$ cat src/hdl/mte_pkg.sv
// ----------------------------------------------------------------------------
// Markup tag span extractor package
// Shared types, character codes, result kinds and defaults.
// ----------------------------------------------------------------------------
package mte_pkg;

	localparam int STACK_DEPTH_DEF   = 32;
	localparam int NAME_BYTES_DEF    = 8;
	localparam int POSITION_BITS_DEF = 16;

	localparam int IDX_MAX_W  = 11;
	localparam int POS_MAX_W  = 32;
	localparam int NAME_MAX_W = 64;
	localparam int QUEUE_DEPTH = 4;

	localparam logic [7:0] CH_OPEN  = 8'h3C;
	localparam logic [7:0] CH_CLOSE = 8'h3E;
	localparam logic [7:0] CH_SLASH = 8'h2F;

	typedef enum logic [2:0] {
		KIND_TEXT      = 3'd0,
		KIND_CLOSED    = 3'd1,
		KIND_END       = 3'd2,
		KIND_UNMATCHED = 3'd3,
		KIND_OVERFLOW  = 3'd4
	} kind_t;

	typedef struct packed {
		logic       operation;
		logic [7:0] char_byte;
	} in_item_t;

	typedef struct packed {
		kind_t       result_kind;
		logic [7:0]  text_byte;
		logic [63:0] tag_name;
		logic [3:0]  tag_name_length;
		logic        name_truncated;
		logic [15:0] span_start;
		logic [15:0] span_end;
	} out_item_t;

	typedef struct packed {
		logic                  push;
		logic                  name_wr;
		logic                  pop;
		logic                  emit;
		kind_t                 kind;
		logic [7:0]            text_byte;
		logic [IDX_MAX_W-1:0]  idx;
		logic [POS_MAX_W-1:0]  pos;
		logic [NAME_MAX_W-1:0] name;
		logic [3:0]            len;
		logic                  trunc;
	} cmd_t;

endpackage

$ cat src/hdl/mte_front.sv
// ----------------------------------------------------------------------------
// Markup tag span extractor front end
// Accepts items, tracks tag state and text position, issues stack and emit commands.
// ----------------------------------------------------------------------------
module mte_front #(
	parameter int STACK_DEPTH   = mte_pkg::STACK_DEPTH_DEF,
	parameter int NAME_BYTES    = mte_pkg::NAME_BYTES_DEF,
	parameter int POSITION_BITS = mte_pkg::POSITION_BITS_DEF
) (
	input  logic              clk,
	input  logic              arst_n,
	input  logic              item_valid,
	output logic              item_ready,
	input  mte_pkg::in_item_t item,
	output logic              cmd_valid,
	input  logic              cmd_ready,
	output mte_pkg::cmd_t     cmd
);
	import mte_pkg::*;

	localparam int CNT_W  = $clog2(STACK_DEPTH + 1);
	localparam int NC_W   = $clog2(NAME_BYTES + 1);
	localparam int NAME_W = 8 * NAME_BYTES;

	logic                     inside_q, pending_q, novf_q;
	logic [NAME_W-1:0]        name_q;
	logic [NC_W-1:0]          ncount_q;
	logic [POSITION_BITS-1:0] pos_q;
	logic [CNT_W-1:0]         count_q;

	logic                     inside_d, pending_d, novf_d;
	logic [NAME_W-1:0]        name_d;
	logic [NC_W-1:0]          ncount_d;
	logic [POSITION_BITS-1:0] pos_d;
	logic [CNT_W-1:0]         count_d;
	cmd_t                     cmd_d;
	logic                     accept;

	assign item_ready = cmd_ready;
	assign accept     = item_valid & item_ready;
	assign cmd        = cmd_d;
	assign cmd_valid  = accept & (cmd_d.push | cmd_d.name_wr | cmd_d.pop | cmd_d.emit);

	always_comb begin
		logic [7:0] c;
		c         = item.char_byte;
		inside_d  = inside_q;
		pending_d = pending_q;
		novf_d    = novf_q;
		name_d    = name_q;
		ncount_d  = ncount_q;
		pos_d     = pos_q;
		count_d   = count_q;
		cmd_d     = '0;
		cmd_d.kind = KIND_TEXT;
		if (item.operation) begin
			cmd_d.emit = 1'b1;
			cmd_d.kind = KIND_END;
			cmd_d.pos  = POS_MAX_W'(pos_q);
			inside_d   = 1'b0;
			pending_d  = 1'b0;
			novf_d     = 1'b0;
			name_d     = '0;
			ncount_d   = '0;
			pos_d      = '0;
			count_d    = '0;
		end else begin
			if (pending_q) begin
				pending_d = 1'b0;
				if (c != CH_SLASH) begin
					if (count_d < CNT_W'(STACK_DEPTH)) begin
						cmd_d.push = 1'b1;
						cmd_d.idx  = IDX_MAX_W'(count_d);
						cmd_d.pos  = POS_MAX_W'(pos_q);
						count_d    = count_d + 1'b1;
					end else begin
						cmd_d.emit = 1'b1;
						cmd_d.kind = KIND_OVERFLOW;
					end
				end
			end
			if (c == CH_OPEN) begin
				inside_d  = 1'b1;
				pending_d = 1'b1;
				name_d    = '0;
				ncount_d  = '0;
				novf_d    = 1'b0;
			end else if (c == CH_CLOSE) begin
				if (inside_q) begin
					inside_d = 1'b0;
					if (ncount_q != '0 && name_q[7:0] == CH_SLASH) begin
						if (count_d == '0) begin
							cmd_d.emit = 1'b1;
							cmd_d.kind = KIND_UNMATCHED;
						end else begin
							count_d   = count_d - 1'b1;
							cmd_d.pop = 1'b1;
							cmd_d.idx = IDX_MAX_W'(count_d);
							cmd_d.pos = POS_MAX_W'(pos_q);
						end
					end else if (count_d != '0) begin
						cmd_d.name_wr = 1'b1;
						cmd_d.idx     = IDX_MAX_W'(count_d - 1'b1);
						cmd_d.name    = NAME_MAX_W'(name_q);
						cmd_d.len     = 4'(ncount_q);
						cmd_d.trunc   = novf_q;
					end
				end
			end else if (inside_q) begin
				if (ncount_q < NC_W'(NAME_BYTES)) begin
					for (int i = 0; i < NAME_BYTES; i++) begin
						if (ncount_q == NC_W'(i)) begin
							name_d[8*i +: 8] = c;
						end
					end
					ncount_d = ncount_q + 1'b1;
				end else begin
					novf_d = 1'b1;
				end
			end else begin
				cmd_d.emit      = 1'b1;
				cmd_d.kind      = KIND_TEXT;
				cmd_d.text_byte = c;
				if (pos_q != '1) begin
					pos_d = pos_q + 1'b1;
				end
			end
		end
	end

	always_ff @(posedge clk or negedge arst_n) begin
		if (!arst_n) begin
			inside_q  <= 1'b0;
			pending_q <= 1'b0;
			novf_q    <= 1'b0;
			name_q    <= '0;
			ncount_q  <= '0;
			pos_q     <= '0;
			count_q   <= '0;
		end else if (accept) begin
			inside_q  <= inside_d;
			pending_q <= pending_d;
			novf_q    <= novf_d;
			name_q    <= name_d;
			ncount_q  <= ncount_d;
			pos_q     <= pos_d;
			count_q   <= count_d;
		end
	end

endmodule

$ cat src/hdl/mte_queue.sv
// ----------------------------------------------------------------------------
// Markup tag span extractor command queue
// Short first-in first-out queue between the front end and the back end.
// ----------------------------------------------------------------------------
module mte_queue (
	input  logic          clk,
	input  logic          arst_n,
	input  logic          push_valid,
	output logic          push_ready,
	input  mte_pkg::cmd_t push_data,
	output logic          pop_valid,
	input  logic          pop_ready,
	output mte_pkg::cmd_t pop_data
);
	import mte_pkg::*;

	localparam int PTR_W = $clog2(QUEUE_DEPTH);
	localparam int CNT_W = $clog2(QUEUE_DEPTH + 1);

	cmd_t             slot_q [QUEUE_DEPTH];
	logic [PTR_W-1:0] wr_q, rd_q;
	logic [CNT_W-1:0] count_q;
	logic             do_push, do_pop;

	assign push_ready = count_q != CNT_W'(QUEUE_DEPTH);
	assign pop_valid  = count_q != '0;
	assign pop_data   = slot_q[rd_q];
	assign do_push    = push_valid & push_ready;
	assign do_pop     = pop_valid & pop_ready;

	always_ff @(posedge clk) begin
		if (do_push) begin
			slot_q[wr_q] <= push_data;
		end
	end

	always_ff @(posedge clk or negedge arst_n) begin
		if (!arst_n) begin
			wr_q    <= '0;
			rd_q    <= '0;
			count_q <= '0;
		end else begin
			if (do_push) begin
				wr_q <= wr_q + 1'b1;
			end
			if (do_pop) begin
				rd_q <= rd_q + 1'b1;
			end
			if (do_push && !do_pop) begin
				count_q <= count_q + 1'b1;
			end else if (do_pop && !do_push) begin
				count_q <= count_q - 1'b1;
			end
		end
	end

endmodule

$ cat src/hdl/mte_back.sv
// ----------------------------------------------------------------------------
// Markup tag span extractor back end
// Holds the tag stack memories and forms the result transactions.
// ----------------------------------------------------------------------------
module mte_back #(
	parameter int STACK_DEPTH   = mte_pkg::STACK_DEPTH_DEF,
	parameter int NAME_BYTES    = mte_pkg::NAME_BYTES_DEF,
	parameter int POSITION_BITS = mte_pkg::POSITION_BITS_DEF
) (
	input  logic               clk,
	input  logic               arst_n,
	input  logic               cmd_valid,
	output logic               cmd_ready,
	input  mte_pkg::cmd_t      cmd,
	output logic               result_valid,
	input  logic               result_ready,
	output mte_pkg::out_item_t result
);
	import mte_pkg::*;

	localparam int IDX_W  = $clog2(STACK_DEPTH);
	localparam int NAME_W = 8 * NAME_BYTES;
	localparam int NM_W   = NAME_W + 5;

	logic [POSITION_BITS-1:0] start_mem [STACK_DEPTH];
	logic [NM_W-1:0]          nm_mem    [STACK_DEPTH];

	logic [POSITION_BITS-1:0] start_s1;
	logic [NM_W-1:0]          nm_s1;
	cmd_t                     cmd_s1;
	logic                     valid_s1;
	logic                     out_valid_q;
	out_item_t                out_q, out_d;
	logic                     out_free, take, load;
	logic [IDX_W-1:0]         idx;
	logic [NM_W-1:0]          nm_wdata;
	logic [POS_MAX_W-1:0]     start_wide;

	assign out_free  = !out_valid_q || result_ready;
	assign cmd_ready = !valid_s1 || out_free;
	assign take      = cmd_valid & cmd_ready;
	assign load      = valid_s1 & out_free;
	assign idx       = cmd.idx[IDX_W-1:0];
	assign nm_wdata  = cmd.name_wr ? {cmd.trunc, cmd.len, cmd.name[NAME_W-1:0]} : '0;

	always_ff @(posedge clk) begin
		if (take) begin
			if (cmd.push) begin
				start_mem[idx] <= cmd.pos[POSITION_BITS-1:0];
			end
			if (cmd.push || cmd.name_wr) begin
				nm_mem[idx] <= nm_wdata;
			end
			start_s1 <= start_mem[idx];
			nm_s1    <= nm_mem[idx];
			cmd_s1   <= cmd;
		end
	end

	always_comb begin
		start_wide = POS_MAX_W'(start_s1);
		out_d      = '0;
		out_d.result_kind = cmd_s1.kind;
		if (cmd_s1.pop) begin
			out_d.result_kind     = KIND_CLOSED;
			out_d.tag_name        = NAME_MAX_W'(nm_s1[NAME_W-1:0]);
			out_d.tag_name_length = nm_s1[NAME_W +: 4];
			out_d.name_truncated  = nm_s1[NM_W-1];
			out_d.span_start      = start_wide[15:0];
			out_d.span_end        = cmd_s1.pos[15:0];
		end else begin
			out_d.text_byte = cmd_s1.text_byte;
			out_d.span_end  = cmd_s1.pos[15:0];
		end
	end

	always_ff @(posedge clk) begin
		if (load) begin
			out_q <= out_d;
		end
	end

	always_ff @(posedge clk or negedge arst_n) begin
		if (!arst_n) begin
			valid_s1    <= 1'b0;
			out_valid_q <= 1'b0;
		end else begin
			if (take) begin
				valid_s1 <= cmd.pop | cmd.emit;
			end else if (load) begin
				valid_s1 <= 1'b0;
			end
			if (load) begin
				out_valid_q <= 1'b1;
			end else if (result_ready) begin
				out_valid_q <= 1'b0;
			end
		end
	end

	assign result_valid = out_valid_q;
	assign result       = out_q;

endmodule

$ cat src/hdl/markup_tag_span_extractor_top.sv
// ----------------------------------------------------------------------------
// Markup tag span extractor
// Strips tags from a markup byte stream and reports closed tag spans.
// ----------------------------------------------------------------------------
// Usage:
// The input channel (item_valid, item_ready, item) carries one document byte
// or an end-of-document mark per transaction. The output channel
// (result_valid, result_ready, result) carries at most one result per input
// transaction, in input order: text bytes, closed tags with their spans,
// document end, unmatched closes and stack overflows.
// One input transaction is accepted per cycle while the command queue has room.
// A result passes through the four-entry command queue, the stack memory
// read register and the output register.
// The rate is set by the single port pair of the stack memories, which
// serves one push, name write or pop per cycle.
// At reset the tag stack is empty and the text position is zero; no memory
// clearing is needed. When the receiver stalls, the output register and the
// command queue fill and item_ready falls once the queue is full.
// ----------------------------------------------------------------------------
module markup_tag_span_extractor_top #(
	parameter int STACK_DEPTH   = mte_pkg::STACK_DEPTH_DEF,
	parameter int NAME_BYTES    = mte_pkg::NAME_BYTES_DEF,
	parameter int POSITION_BITS = mte_pkg::POSITION_BITS_DEF
) (
	input  logic               clk,
	input  logic               arst_n,
	input  logic               item_valid,
	output logic               item_ready,
	input  mte_pkg::in_item_t  item,
	output logic               result_valid,
	input  logic               result_ready,
	output mte_pkg::out_item_t result
);
	import mte_pkg::*;

	logic fq_valid, fq_ready, qb_valid, qb_ready;
	cmd_t fq_cmd, qb_cmd;

	mte_front #(
		.STACK_DEPTH(STACK_DEPTH),
		.NAME_BYTES(NAME_BYTES),
		.POSITION_BITS(POSITION_BITS)
	) u_front (
		.clk(clk),
		.arst_n(arst_n),
		.item_valid(item_valid),
		.item_ready(item_ready),
		.item(item),
		.cmd_valid(fq_valid),
		.cmd_ready(fq_ready),
		.cmd(fq_cmd)
	);

	mte_queue u_queue (
		.clk(clk),
		.arst_n(arst_n),
		.push_valid(fq_valid),
		.push_ready(fq_ready),
		.push_data(fq_cmd),
		.pop_valid(qb_valid),
		.pop_ready(qb_ready),
		.pop_data(qb_cmd)
	);

	mte_back #(
		.STACK_DEPTH(STACK_DEPTH),
		.NAME_BYTES(NAME_BYTES),
		.POSITION_BITS(POSITION_BITS)
	) u_back (
		.clk(clk),
		.arst_n(arst_n),
		.cmd_valid(qb_valid),
		.cmd_ready(qb_ready),
		.cmd(qb_cmd),
		.result_valid(result_valid),
		.result_ready(result_ready),
		.result(result)
	);

`ifndef ASSERT_OFF
	a_cmd_never_dropped: assert property (@(posedge clk) disable iff (!arst_n)
		fq_valid |-> fq_ready)
		else $error("command issued while the queue is full");

	a_kind_range: assert property (@(posedge clk) disable iff (!arst_n)
		result_valid |-> (result.result_kind == KIND_TEXT ||
			result.result_kind == KIND_CLOSED || result.result_kind == KIND_END ||
			result.result_kind == KIND_UNMATCHED || result.result_kind == KIND_OVERFLOW))
		else $error("result kind out of range");

	a_text_clean: assert property (@(posedge clk) disable iff (!arst_n)
		(result_valid && result.result_kind == KIND_TEXT) |->
			(result.tag_name == '0 && result.span_start == '0 && result.span_end == '0))
		else $error("text result carries tag fields");
`endif

endmodule

$ cat config.mk
export PLATFORM = sky130hd
export DESIGN_NAME = markup_tag_span_extractor_top
export DESIGN_NICKNAME = d
export VERILOG_FILES = /design/src/hdl/mte_pkg.sv /design/src/hdl/mte_front.sv /design/src/hdl/mte_queue.sv /design/src/hdl/mte_back.sv /design/src/hdl/markup_tag_span_extractor_top.sv
export SDC_FILE = /design/constraint.sdc
export NUM_CORES = 2
export LEC_CHECK = 0
export ABC_AREA = 1
export BUFFER_PORTS_ARGS = -buffer_cell sky130_fd_sc_hd__buf_4
export CORE_UTILIZATION = 56
export CTS_CLUSTER_DIAMETER = 50
export DETAILED_ROUTE_END_ITERATION = 7
export MAX_ROUTING_LAYER = met4
export PLACE_DENSITY_LB_ADDON = 0.05
export RECOVER_POWER = 50
export SLEW_MARGIN = 20
export SYNTH_ARGS = -nofsm -noshare
export SYNTH_HDL_FRONTEND = slang
export SYNTH_SLANG_ARGS = --single-unit
$ cat constraint.sdc
create_clock -name clk -period 9.6 [get_ports clk]
set_input_delay 1.92 -clock clk [delete_from_list [all_inputs] [get_ports clk]]
set_output_delay 1.92 -clock clk [all_outputs]
set_load 0.02 [all_outputs]
==> results.py <==
metrics = {
    "pwr": {
        "p_leak_nw": 47.3,
        "vdd_drop_max_mv": 0.379,
        "pwr-share-comb_pct": 32.8,
        "pwr-share-clk_pct": 25.1,
        "switchingPower_mw": 20.3,
        "p_int_mw": 33.9,
        "power_mw": 54.3,
        "power_frac_seq_pct": 42.0,
        "powerDensity_mw_per_mm2": 377,
        "p_sw_share_pct": 37.5,
    },
    "final_layout": {
        "final_area_mm2": 0.144,
        "finalNetCount": 8172,
        "area_growth_syn_to_layout_pct": 11.9,
        "layout-drive-gt1-share_pct": 8.84,
    },
    "timing": {
        "final.setup.tns_ns": 0,
        "period_needed_ns": 7.57,
        "grt_setup_unrepaired": "false",
        "setup_viol": 0,
        "finalHoldViolCount": 0,
        "period_share_pct": 78.8,
        "worst_pin_slew_ns": 4.19,
        "fin_hold_ws_ns": 0.417,
        "skew_ns": 0.0635,
        "slew_headroom_pct": -179,
        "drv_slew": 1069,
        "fmaxAchievable_mhz": 132,
    },
    "worst_setup_path": {
        "cp_num_cells": 11,
        "crit_required_ns": 10.17,
        "reg2reg_slack_ns": 2.03,
        "max_stage_delay_ns": 2.21,
        "critical_path.slowest_cell": "dfrtp_1",
        "start_kind": "register",
        "reg2reg_depth": 11,
        "crit_path_max_fanout": 78,
        "cp-end-kind": "register",
        "cp_data_arrival_time_ns": 8.14,
        "path_delay_family": "buffers and inverters",
        "crit_chain": "buf_4 > nand2_1 > a32oi_1 > clkbuf_1 > inv_1 > nor2_1 > nand2_4 > buf_12 > nor3_2 > buf_4 > buf_4",
        "crit_start": "u_queue.rd_q[0]$_DFFE_PN0P_",
        "cp.buffers_inverters": 6,
        "worstSetupPathType": "register to register",
        "r2r_start": "u_queue.rd_q[0]$_DFFE_PN0P_",
        "crit_path_frequent_cell": "buf_4",
    },
    "outcome": {
        "status": "finished with violations",
        "violations": "max-capacitance violations, max-slew violations",
    },
    "synth": {
        "yosysSeqAreaShare_pct": 80.5,
        "synth_area_mm2": 0.129,
        "synth_top_cell_by_area": "edfxtp_1",
        "async_flop_share_pct": 2.94,
        "yosys-top-cells-area": "edfxtp_1, a22oi_1, a21oi_1",
        "synth_top_area_share_pct": 78.6,
        "ys_types": 49,
        "netlist_instances": 7955,
        "synth_edf_count": 3365,
        "synth_fp_nets": 7982,
        "synth-seq-cells": 3467,
        "synth_ff_type": "edfxtp_1",
        "avgSynthCellArea_um2": 16.2,
        "yosys_warnings": 0,
    },
    "placed_design": {
        "placed_cell_area_mm2": 0.133,
        "hpwl_um": 174000,
        "routabilityCongestion": 0.798,
        "io_buffers": 126,
    },
    "floorplan": {
        "dieArea_mm2": 0.232,
        "ios": 127,
        "row_count": 175,
        "coreArea_mm2": 0.228,
        "chipHeight_um": 481,
        "initial_utilization_pct": 56.4,
        "die_w_um": 481,
    },
    "drt": {
        "avgViaCountPerCell": 6.48,
        "drtIter0Drc": 10211,
        "firstDrtPassIters": 6,
        "drcViolationCount": 0,
        "drt-total-wl_um": 357000,
        "wire_per_inst_um": 31.2,
        "ant_nets": 0,
        "routed-via-count": 74148,
    },
    "clock_tree": {
        "cts_made_buffers": 374,
        "cts_setup_buffers": 0,
        "clkLatencyLatePin_ns": 0.99,
        "cts_tree": "built",
        "cts.htree.levels": 5,
        "clock_sinks": 3467,
        "cts_resized": 0,
        "root_buffer": "clkbuf_16",
        "holdBufCountCts": 0,
        "clkSlewWorstSetupHoldPaths_ns": 0.06,
        "cts.path.max_buffers": 4,
    },
    "worst_hold_path": {
        "hp-class": "register to register",
        "hold_depth": 0,
        "worstHoldStart": "u_back.cmd_s1[81]$_DFFE_PP_",
    },
    "global_route": {
        "grt_max_degree": 167,
        "grt_pass1_wl_um": 509000,
        "grtUsageTotal_pct": 31.6,
        "grt_pass1_vias": 71278,
        "grt.overflow.total": 0,
        "antenna_found_initial": 16,
    },
    "job": {
        "max_cap_viol_count": 31,
    },
}
worst reg2reg max path, cell delays in order, from the launching register on:
cell and delay (ns):
dfrtp_1 2.21, buf_4 0.93, nand2_1 0.14, a32oi_1 0.28, clkbuf_1 0.52, inv_1 0.15
nor2_1 0.33, nand2_4 0.32, buf_12 0.38, nor3_2 0.25, buf_4 0.88, buf_4 0.74
routing by layer:
metal	track usage, %	part of all wire, %	vias to the layer above
li1	-	-	31665
met1	44.9	42	38267
met2	48.1	48	3780
met3	5.07	8.6	436
met4	8.31	2.1	0
met5	-	0	-
cell families after synthesis:
family	Yosys count	synth area share (%)
and+or+nand+nor	1179	4.03
buffers and inverters	822	2.74
xor gates and xnor gates	9	0.0613
DFF	3467	80.5
adders and majority gates	14	0.142
AOI/OAI and AO/OA	2464	12.5
Yosys cell counts (12+ instances only):
cell	count
nor2_1	360
a22oi_1	1340
o22ai_1	103
o21ai_1	12
nand2_1	444
nand3_1	34
or2_1	59
buf_2	211
inv_1	315
buf_1	51
edfxtp_1	3365
dfrtp_1	102
a22oi_2	20
o21ai_0	280
a21oi_1	694
buf_4	12
nor3_1	149
nor4_1	96
clkbuf_1	205
ha_1	13
buf_6	17
through the flow:
stage / worst slack [ns] / instances / util, %
4_1_cts: 3.53 / 11435 / 63.5
5_1_grt: 1.71 / 11445 / 63.2
2_1_floorplan: -0.932 / 7955 / -
6_report: 2.03 / 11448 / 63.2
3_5_place_dp: 3.14 / 10778 / 58.5
3_3_place_gp: 3.14 / 10778 / 58.5
flip-flops by register name, summed over array words and instances (netlist names):
| register | cells |
|---|---|
| u_queue.wr_q | 2 |
| u_queue.rd_q | 2 |
| u_back.start_s1 | 16 |
| u_back.result | 112 |
| u_back.start_mem | 512 |
| u_back.valid_s1 | 1 |
| u_front.pending_q | 1 |
| u_front.pos_q | 16 |
| u_back.nm_s1 | 69 |
| u_queue.count_q | 3 |
| u_front.novf_q | 1 |
| u_front.count_q | 6 |
| u_front.ncount_q | 4 |
| u_front.name_q | 64 |
| u_queue.slot_q | 420 |
| u_front.inside_q | 1 |
| u_back.nm_mem | 2208 |
| u_back.result_valid | 1 |
| u_back.cmd_s1 | 28 |
layout by cell type, fill, tap and decap left out, drive strengths merged, types with 96 or more instances in the layout:
cell type  instances
dfrtp            102
nor2             364
buf              140
clkbuf           635
a22oi           1360
inv              338
clkinv           148
o22ai            103
edfxtp          3365
a21oi            695
nand2            449
nor4              96
o21ai            292
nor3             152
area by class of cell:
type / count / area (um2)
multi-input cells: 3666 / 21800
well taps: 3009 / 3760
diodes: 13 / 32.5
fillers: 16401 / 84000
repair buffers: 310 / 2000
clock inverters: 192 / 1600
inverters: 326 / 1260
clock buffers: 465 / 9940
flip-flops and latches: 3467 / 104000
worst paths after layout:
check / to
setup / recovery: u_back.nm_mem[8][29]$_DFFE_PP_
hold / removal: u_back.result[12]$_DFFE_PP_
setup reg to reg: u_back.nm_mem[8][29]$_DFFE_PP_
hold reg to reg: u_back.result[12]$_DFFE_PP_
max in group asynchronous: u_front.name_q[40]$_DFFE_PN0P_
min in group asynchronous: u_front.name_q[25]$_DFFE_PN0P_
power groups by stage:
stage | logic, mW | clock network (mW) | registers, mW
6_report | 17.8 | 13.6 | 22.8
5_1_grt | 18.9 | 14.4 | 23.0
4_1_cts | 18.0 | 13.8 | 22.7
3_5_place_dp | 18.0 | 0 | 23.0
3_3_place_gp | 17.7 | 0 | 23.0
2_1_floorplan | 10.4 | 0 | 23.3
Note: power is estimated with default switching activity, not from simulation.
